### src/assert_macros.svh
`ifndef ASSERT_MACROS_SVH
`define ASSERT_MACROS_SVH

// Concurrent check on a clock, disabled while the asynchronous reset is low.
`define U8SD_ASSERT(lbl, clk_s, rst_s, prop, msg) \
	lbl: assert property (@(posedge clk_s) disable iff (!rst_s) prop) \
		else $error(msg);

// Concurrent check that a condition never holds.
`define U8SD_NEVER(lbl, clk_s, rst_s, expr, msg) \
	lbl: assert property (@(posedge clk_s) disable iff (!rst_s) !(expr)) \
		else $error(msg);

`endif

### src/u8sd_pkg.sv
`timescale 1ns / 1ps

package u8sd_pkg;

	localparam int MAX_RESULTS = 4;
	localparam int PEND_DEPTH  = 3;

	localparam logic [20:0] REPL_CP    = 21'h00FFFD;
	localparam logic [20:0] MIN_CP_2   = 21'h000080;
	localparam logic [20:0] MIN_CP_3   = 21'h000800;
	localparam logic [20:0] SURR_LO    = 21'h00D800;
	localparam logic [20:0] SURR_HI    = 21'h00DFFF;
	localparam logic [20:0] MIN_CP_4   = 21'h010000;
	localparam logic [20:0] MAX_CP     = 21'h10FFFF;
	localparam logic [20:0] CP_TAB     = 21'h000009;
	localparam logic [20:0] CP_LF      = 21'h00000A;
	localparam logic [20:0] CP_CR      = 21'h00000D;
	localparam logic [20:0] CP_ZWNJ    = 21'h00200C;
	localparam logic [20:0] CP_ZWJ     = 21'h00200D;
	localparam logic [20:0] CP_VS_LO   = 21'h00FE00;
	localparam logic [20:0] CP_VS_HI   = 21'h00FE0F;

	typedef struct packed {
		logic [7:0] text_byte;
		logic       byte_is_final;
	} in_word_t;

	typedef struct packed {
		logic [20:0] code_point;
		logic        was_replaced;
		logic        coverage_ignorable;
		logic        text_end;
		logic        text_all_valid;
	} out_word_t;

	typedef out_word_t [MAX_RESULTS-1:0] res_vec_t;

	// Outcome of judging the sequence that starts at one window position.
	typedef struct packed {
		logic        emit;
		logic        stop;
		logic        bad;
		logic [2:0]  used;
		logic [20:0] cp;
	} slot_t;

	function automatic logic [2:0] lead_len(input logic [7:0] lead);
		logic [2:0] len;
		priority if (lead[7] == 1'b0)          len = 3'd1;
		else if (lead[7:5] == 3'b110)          len = 3'd2;
		else if (lead[7:4] == 4'b1110)         len = 3'd3;
		else if (lead[7:3] == 5'b11110)        len = 3'd4;
		else                                   len = 3'd0;
		return len;
	endfunction

	function automatic logic is_ignorable(input logic [20:0] cp);
		return (cp == CP_LF) || (cp == CP_CR) || (cp == CP_TAB) || (cp == CP_ZWNJ) ||
			(cp == CP_ZWJ) || ((cp >= CP_VS_LO) && (cp <= CP_VS_HI));
	endfunction

	// win holds the bytes from the current position upward, first byte lowest.
	function automatic slot_t slot_decode(input logic [31:0] win, input logic [2:0] avail,
		input logic fin);
		slot_t       s;
		logic [7:0]  b0;
		logic [7:0]  b1;
		logic [7:0]  b2;
		logic [7:0]  b3;
		logic [2:0]  len;
		logic        cont_ok;
		logic [20:0] v;
		b0 = win[7:0];
		b1 = win[15:8];
		b2 = win[23:16];
		b3 = win[31:24];
		len = lead_len(b0);
		s.emit = 1'b0;
		s.stop = 1'b0;
		s.bad = 1'b1;
		s.used = 3'd1;
		s.cp = REPL_CP;
		v = '0;
		cont_ok = 1'b0;
		priority if (avail == 3'd0) begin
			s.stop = 1'b1;
		end else if ((len != 3'd0) && (len > avail)) begin
			// A short sequence waits for more bytes unless the text ends here.
			if (fin) begin
				s.emit = 1'b1;
			end else begin
				s.stop = 1'b1;
			end
		end else if (len == 3'd1) begin
			s.emit = 1'b1;
			s.bad = 1'b0;
			s.cp = {13'd0, b0};
		end else if (len != 3'd0) begin
			s.emit = 1'b1;
			cont_ok = (b1[7:6] == 2'b10) && ((len < 3'd3) || (b2[7:6] == 2'b10)) &&
				((len < 3'd4) || (b3[7:6] == 2'b10));
			if (cont_ok) begin
				s.used = len;
				priority if (len == 3'd2) begin
					v = {10'd0, b0[4:0], b1[5:0]};
					s.bad = v < MIN_CP_2;
				end else if (len == 3'd3) begin
					v = {5'd0, b0[3:0], b1[5:0], b2[5:0]};
					s.bad = (v < MIN_CP_3) || ((v >= SURR_LO) && (v <= SURR_HI));
				end else begin
					v = {b0[2:0], b1[5:0], b2[5:0], b3[5:0]};
					s.bad = (v < MIN_CP_4) || (v > MAX_CP);
				end
				if (!s.bad) begin
					s.cp = v;
				end
			end
		end else begin
			s.emit = 1'b1;
		end
		return s;
	endfunction

endpackage

### src/u8sd_decode.sv
`timescale 1ns / 1ps

module u8sd_decode (
	input  logic [23:0]       pend_bytes,
	input  logic [1:0]        pend_cnt,
	input  logic              err_seen,
	input  u8sd_pkg::in_word_t word,
	output u8sd_pkg::res_vec_t results,
	output logic [2:0]        res_cnt,
	output logic [23:0]       next_bytes,
	output logic [1:0]        next_cnt,
	output logic              next_err
);

	logic [31:0]      win_w;
	logic [31:0]      rest_w;
	logic [2:0]       n_bytes;
	logic [2:0]       pos;
	logic [2:0]       left;
	logic             live;
	logic             any_bad;
	logic [1:0]       last_idx;
	u8sd_pkg::slot_t  slot [u8sd_pkg::MAX_RESULTS];

	always_comb begin
		for (int i = 0; i < 4; i++) begin
			if (i < int'(pend_cnt)) begin
				win_w[i*8 +: 8] = (i < u8sd_pkg::PEND_DEPTH) ? pend_bytes[(i%3)*8 +: 8] : 8'd0;
			end else if (i == int'(pend_cnt)) begin
				win_w[i*8 +: 8] = word.text_byte;
			end else begin
				win_w[i*8 +: 8] = 8'd0;
			end
		end
	end

	assign n_bytes = {1'b0, pend_cnt} + 3'd1;

	// Sequences are judged one after another; each step moves the position
	// past what the previous one consumed, and the first stall ends the run.
	always_comb begin
		pos = 3'd0;
		live = 1'b1;
		res_cnt = 3'd0;
		any_bad = 1'b0;
		for (int k = 0; k < u8sd_pkg::MAX_RESULTS; k++) begin
			slot[k] = u8sd_pkg::slot_decode(win_w >> {pos, 3'b000}, n_bytes - pos,
				word.byte_is_final);
			if (live && slot[k].emit) begin
				results[k].code_point = slot[k].cp;
				results[k].was_replaced = slot[k].bad;
				results[k].coverage_ignorable = u8sd_pkg::is_ignorable(slot[k].cp);
				results[k].text_end = 1'b0;
				results[k].text_all_valid = 1'b0;
				pos = pos + slot[k].used;
				res_cnt = res_cnt + 3'd1;
				any_bad = any_bad | slot[k].bad;
			end else begin
				live = 1'b0;
				results[k] = '0;
			end
		end
		last_idx = 2'(res_cnt - 3'd1);
		if (word.byte_is_final && (res_cnt != 3'd0)) begin
			results[last_idx].text_end = 1'b1;
			results[last_idx].text_all_valid = !(err_seen || any_bad);
		end
	end

	assign rest_w = win_w >> {pos, 3'b000};
	assign left = n_bytes - pos;
	assign next_bytes = rest_w[23:0];
	assign next_cnt = word.byte_is_final ? 2'd0 : left[1:0];
	assign next_err = word.byte_is_final ? 1'b0 : (err_seen | any_bad);

endmodule

### src/u8sd_out_buf.sv
`timescale 1ns / 1ps
`include "assert_macros.svh"

module u8sd_out_buf (
	input  logic                clk,
	input  logic                arst_n,
	input  logic                load,
	input  u8sd_pkg::res_vec_t  results,
	input  logic [2:0]          res_cnt,
	output logic                free,
	output logic                cp_valid,
	input  logic                cp_ready,
	output u8sd_pkg::out_word_t cp_word
);

	u8sd_pkg::res_vec_t res_q;
	logic [2:0]         rem_q;
	logic [1:0]         rd_q;
	logic               pop;

	assign cp_valid = (rem_q != 3'd0);
	assign cp_word = res_q[rd_q];
	assign pop = cp_valid && cp_ready;
	// The buffer can take a new burst in the cycle its last word leaves.
	assign free = (rem_q == 3'd0) || ((rem_q == 3'd1) && pop);

	always_ff @(posedge clk or negedge arst_n) begin
		if (!arst_n) begin
			rem_q <= 3'd0;
			rd_q <= 2'd0;
		end else if (load) begin
			rem_q <= res_cnt;
			rd_q <= 2'd0;
		end else if (pop) begin
			rem_q <= rem_q - 3'd1;
			rd_q <= rd_q + 2'd1;
		end
	end

	always_ff @(posedge clk) begin
		if (load) begin
			res_q <= results;
		end
	end

	`U8SD_NEVER(a_rem_range, clk, arst_n, rem_q > 3'd4, "result count out of range")
	`U8SD_ASSERT(a_load_free, clk, arst_n, load |-> free, "burst loaded over pending words")
	`U8SD_ASSERT(a_load_shows, clk, arst_n, load |=> cp_valid, "loaded burst not presented")

endmodule

### src/utf8_stream_decoder.sv
`timescale 1ns / 1ps
`include "assert_macros.svh"

// Channel  Handshake                 Word
// text     text_valid / text_ready   text_word (byte, final flag)
// cp       cp_valid / cp_ready       cp_word (code point and flags)
//
// One byte is taken per cycle while each byte releases at most one code point
// and cp_ready is high. A byte that releases several code points holds the
// input until the result buffer, which drains one word per cycle while
// cp_ready is high, is free again. The first code point is presented once its
// byte, held in the input register, is decoded and loaded into the result buffer.
// Reset clears the valid flags, the pending count and the error flag.

module utf8_stream_decoder (
	input  logic                clk,
	input  logic                arst_n,
	input  logic                text_valid,
	output logic                text_ready,
	input  u8sd_pkg::in_word_t  text_word,
	output logic                cp_valid,
	input  logic                cp_ready,
	output u8sd_pkg::out_word_t cp_word
);

	u8sd_pkg::in_word_t word_s1;
	logic               valid_s1;
	logic [23:0]        pend_bytes_q;
	logic [1:0]         pend_cnt_q;
	logic               err_q;

	u8sd_pkg::res_vec_t dec_results;
	logic [2:0]         dec_cnt;
	logic [23:0]        dec_bytes;
	logic [1:0]         dec_pend_cnt;
	logic               dec_err;
	logic               ob_free;
	logic               fire;
	logic               load;

	u8sd_decode u_decode (
		.pend_bytes (pend_bytes_q),
		.pend_cnt   (pend_cnt_q),
		.err_seen   (err_q),
		.word       (word_s1),
		.results    (dec_results),
		.res_cnt    (dec_cnt),
		.next_bytes (dec_bytes),
		.next_cnt   (dec_pend_cnt),
		.next_err   (dec_err)
	);

	// A byte that only extends a waiting sequence needs no room downstream.
	assign fire = valid_s1 && ((dec_cnt == 3'd0) || ob_free);
	assign load = fire && (dec_cnt != 3'd0);
	assign text_ready = !valid_s1 || fire;

	always_ff @(posedge clk or negedge arst_n) begin
		if (!arst_n) begin
			valid_s1 <= 1'b0;
		end else if (text_ready) begin
			valid_s1 <= text_valid;
		end
	end

	always_ff @(posedge clk) begin
		if (text_valid && text_ready) begin
			word_s1 <= text_word;
		end
	end

	always_ff @(posedge clk or negedge arst_n) begin
		if (!arst_n) begin
			pend_cnt_q <= 2'd0;
			err_q <= 1'b0;
		end else if (fire) begin
			pend_cnt_q <= dec_pend_cnt;
			err_q <= dec_err;
		end
	end

	always_ff @(posedge clk) begin
		if (fire) begin
			pend_bytes_q <= dec_bytes;
		end
	end

	u8sd_out_buf u_out_buf (
		.clk      (clk),
		.arst_n   (arst_n),
		.load     (load),
		.results  (dec_results),
		.res_cnt  (dec_cnt),
		.free     (ob_free),
		.cp_valid (cp_valid),
		.cp_ready (cp_ready),
		.cp_word  (cp_word)
	);

	`U8SD_ASSERT(a_final_flush, clk, arst_n, fire && word_s1.byte_is_final |-> dec_cnt != 3'd0, "final byte released no code point")
	`U8SD_ASSERT(a_final_clears, clk, arst_n, fire && word_s1.byte_is_final |=> pend_cnt_q == 2'd0 && !err_q, "text state not cleared at end")

endmodule
### config.mk
export PLATFORM = sky130hd
export DESIGN_NAME = utf8_stream_decoder
export DESIGN_NICKNAME = d
export VERILOG_FILES = /design/src/u8sd_pkg.sv /design/src/u8sd_decode.sv /design/src/u8sd_out_buf.sv /design/src/utf8_stream_decoder.sv
export VERILOG_INCLUDE_DIRS = /design/src /design/src/src
export SDC_FILE = /design/constraint.sdc
export NUM_CORES = 1
export LEC_CHECK = 0
export ABC_AREA = 1
export BUFFER_PORTS_ARGS = -buffer_cell sky130_fd_sc_hd__buf_2
export CAP_MARGIN = 0
export CORE_MARGIN = 10
export CORE_UTILIZATION = 50
export DETAILED_ROUTE_END_ITERATION = 10
export HOLD_SLACK_MARGIN = 0.03
export PLACE_DENSITY = 0.66
export SLEW_MARGIN = 20
export SYNTH_ARGS = -nofsm -noshare
export SYNTH_HDL_FRONTEND = slang
export SYNTH_SLANG_ARGS = --single-unit
### constraint.sdc
create_clock -name clk -period 18 [get_ports clk]
set_input_delay 3.6 -clock clk [delete_from_list [all_inputs] [get_ports clk]]
set_output_delay 3.6 -clock clk [all_outputs]
set_load 0.02 [all_outputs]
==> metrics.yaml <==
cp-start-kind: "flip-flop"
viasPerCell: 6.36
crit_slowest_cell: "dfrtp_1"
synth_enable_flop_cells: 133
finalClockSkew_ns: 0.0164
num_rows: 59
grt_max_degree: 54
drt-pass1-iter-count: 6
pre_cts_ws_ns: 1.40
gp_congestion: 1.05
die-area_um2: 33300
initial_core_util_pct: 50.7
synth.cell_area_um2: 13200
crit_fanout: 45
fin_crit_ns: 16.53
synth-seq-area-share_pct: 31.9
area_growth_pct: 7.15
hold_viol: 0
wire_per_inst_um: 23.7
synth_cell_types: 65
dp_hpwl_mm: 40.0
grt_overflow: 0
io_buffers: 39
crit_required_ns: 18.15
fin_crit_sh_pct: 91.8
drt_iter0_markers: 2163
tightest_slew_ns: 1.25
clkSinkCount: 142
synth-seq-cells: 142
grt_pass1_vias: 12900
fin_ws_ns: 1.47
dp.cells: 2206
wirelength_mm: 52.9
hold_path_class: "flip-flop to flip-flop"
clk_pin_slew_ns: 0.07
crit_path_frequent_cell: "inv_1"
clockBufferDepth: 2
ant_nets: 0
cts_tree: "yes"
route.detailed.drc: 0
status: "finished clean"
setup_violations: 0
grt_usage_pct: 31.1
multiInputGateArea_um2: 7680
rsz0062_at_grt: "false"
reg2reg_slack_ns: 1.47
slew_violations: 0
syn_area_per_cell_um2: 6.99
critPathArrivalTime_ns: 16.68
relSlewSlack_pct: 15.8
critical_path_class: "flip-flop to flip-flop"
slowest_delay_ns: 0.54
n_antenna_cell: 0
endpoint_kind: "flip-flop"
ys.flop_type: "edfxtp_1"
die_w_um: 183
instances_no_fill: 2238
fillers: 2600
core_um2: 26100
die_h_um: 183
finalNetCount: 1938
final_area_um2: 14200
max_freq_mhz: 60.5
cts_setup_buffers: 0
pin_count: 40
max-cap-violations: 0
placed_area_um2: 13500
drive_gt1_share_pct: 11.8
seq_area_um2: 4220
grt_pass1_wl_mm: 80.0
syn_inst: 1891
clock_latency_ns: 0.44
yosysWarnings: 0
clockRootBuffer: "clkbuf_16"
numCtsBuffers: 17
synthArstFlopShare_pct: 6.34
tns_ns: 0
vias: 14200
htreeDepth: 4
antenna_found_initial: 1
## registers in the layout, indices dropped and copies added (netlist names)
signal           count
valid_s1             1
u_out_buf.res_q    100
err_q                1
pend_cnt_q           2
pend_bytes_q        24
u_out_buf.rem_q      3
word_s1              9
u_out_buf.rd_q       2
## synthesized netlist by cell type (27+ instances only)
| master | number | area share (%) |
|---|---|---|
| nand2_1 | 390 | 11 |
| ha_1 | 29 | 2.7 |
| nand4_1 | 35 | 1.7 |
| nand3_1 | 159 | 6.0 |
| o211ai_1 | 44 | 2.5 |
| edfxtp_1 | 133 | 30 |
| nand2_2 | 27 | 1.3 |
| inv_1 | 192 | 5.5 |
| o21ai_0 | 188 | 7.1 |
| a21oi_1 | 92 | 3.5 |
| nor2_1 | 222 | 6.3 |
| clkbuf_1 | 50 | 1.4 |
| o22ai_1 | 38 | 1.8 |
| nor3_1 | 29 | 1.1 |
## final timing paths
| kind | cells past startpoint | start | end |
|---|---|---|---|
| hold reg to reg | 2 | err_q | err_q |
| setup reg to reg | 81 | pend_cnt_q[0] | pend_bytes_q[8] |
| max in group asynchronous | 1 | arst_n | pend_cnt_q[1] |
| setup / recovery | 81 | pend_cnt_q[0] | pend_bytes_q[8] |
| min in group asynchronous | 1 | arst_n | u_out_buf.rd_q[1] |
| hold / removal | 2 | err_q | err_q |
## layer usage
| metal | vias to the layer above | GRT usage (%) | part of all wire (%) | routed length, um |
|---|---|---|---|---|
| li1 | 6505 | - | - | - |
| met1 | 6521 | 42.4 | 41 | 21500 |
| met2 | 991 | 46.1 | 43 | 22600 |
| met3 | 206 | 5.38 | 11 | 5710 |
| met4 | 0 | 16.6 | 5.9 | 3100 |
| met5 | - | 0 | 0 | 0 |
## cell type report
class,count,area share (%)
timing repair buffer,66,2.81
clock buffer,17,3.01
clock inverter,15,1.31
multi-input combinational,1446,54.3
inverter,217,5.84
tap,335,2.96
sequential,142,29.8
## metrics by stage
step / utilization (%) / hold slack [ns]
floorplan: - / 0.471
global placement: 52.0 / 0.509
detailed placement: 52.0 / 0.525
CTS: 54.3 / 0.546
global route: 54.3 / 0.584
finish: 54.3 / 0.550
## critical path: cells and delay by family (launching register included)
kind | cells | cell delay [ns]
and+or+nand+nor | 41 | 7.24
buffers and inverters | 20 | 3.92
AOI/OAI and AO/OA | 9 | 1.21
adders and majority gates | 11 | 3.26
DFF | 1 | 0.54
## cells by family (layout without fill, tap and decap cells)
group	after synthesis	count (layout)	synth area share, %
flops	142	142	31.9
xor+xnor	10	10	0.663
fa+ha+maj	35	35	3.66
buf+inv	307	315	10.1
other cells	1	5	0.0284
simple gates	938	938	33.1
compound gates	458	458	20.5
## repair_timing
item / in CTS / in global routing
resized for setup: 0 / 2
hold buffers: 0 / 0
endpoints found under the setup margin: 0 / 25
## placed cells by master (no fill, tap or decap), types with 27 or more instances in the layout
cell,n
a21oi_1,92
buf_2,39
buf_4,27
edfxtp_1,133
ha_1,29
inv_1,191
nand2_1,388
nand2_2,29
nand3_1,159
nand4_1,35
nor2_1,221
nor3_1,29
o211ai_1,44
o21ai_0,188
o22ai_1,38
Power is not shown: default switching activity piles up to over one toggle a cycle in this logic, so the estimate is an artifact.
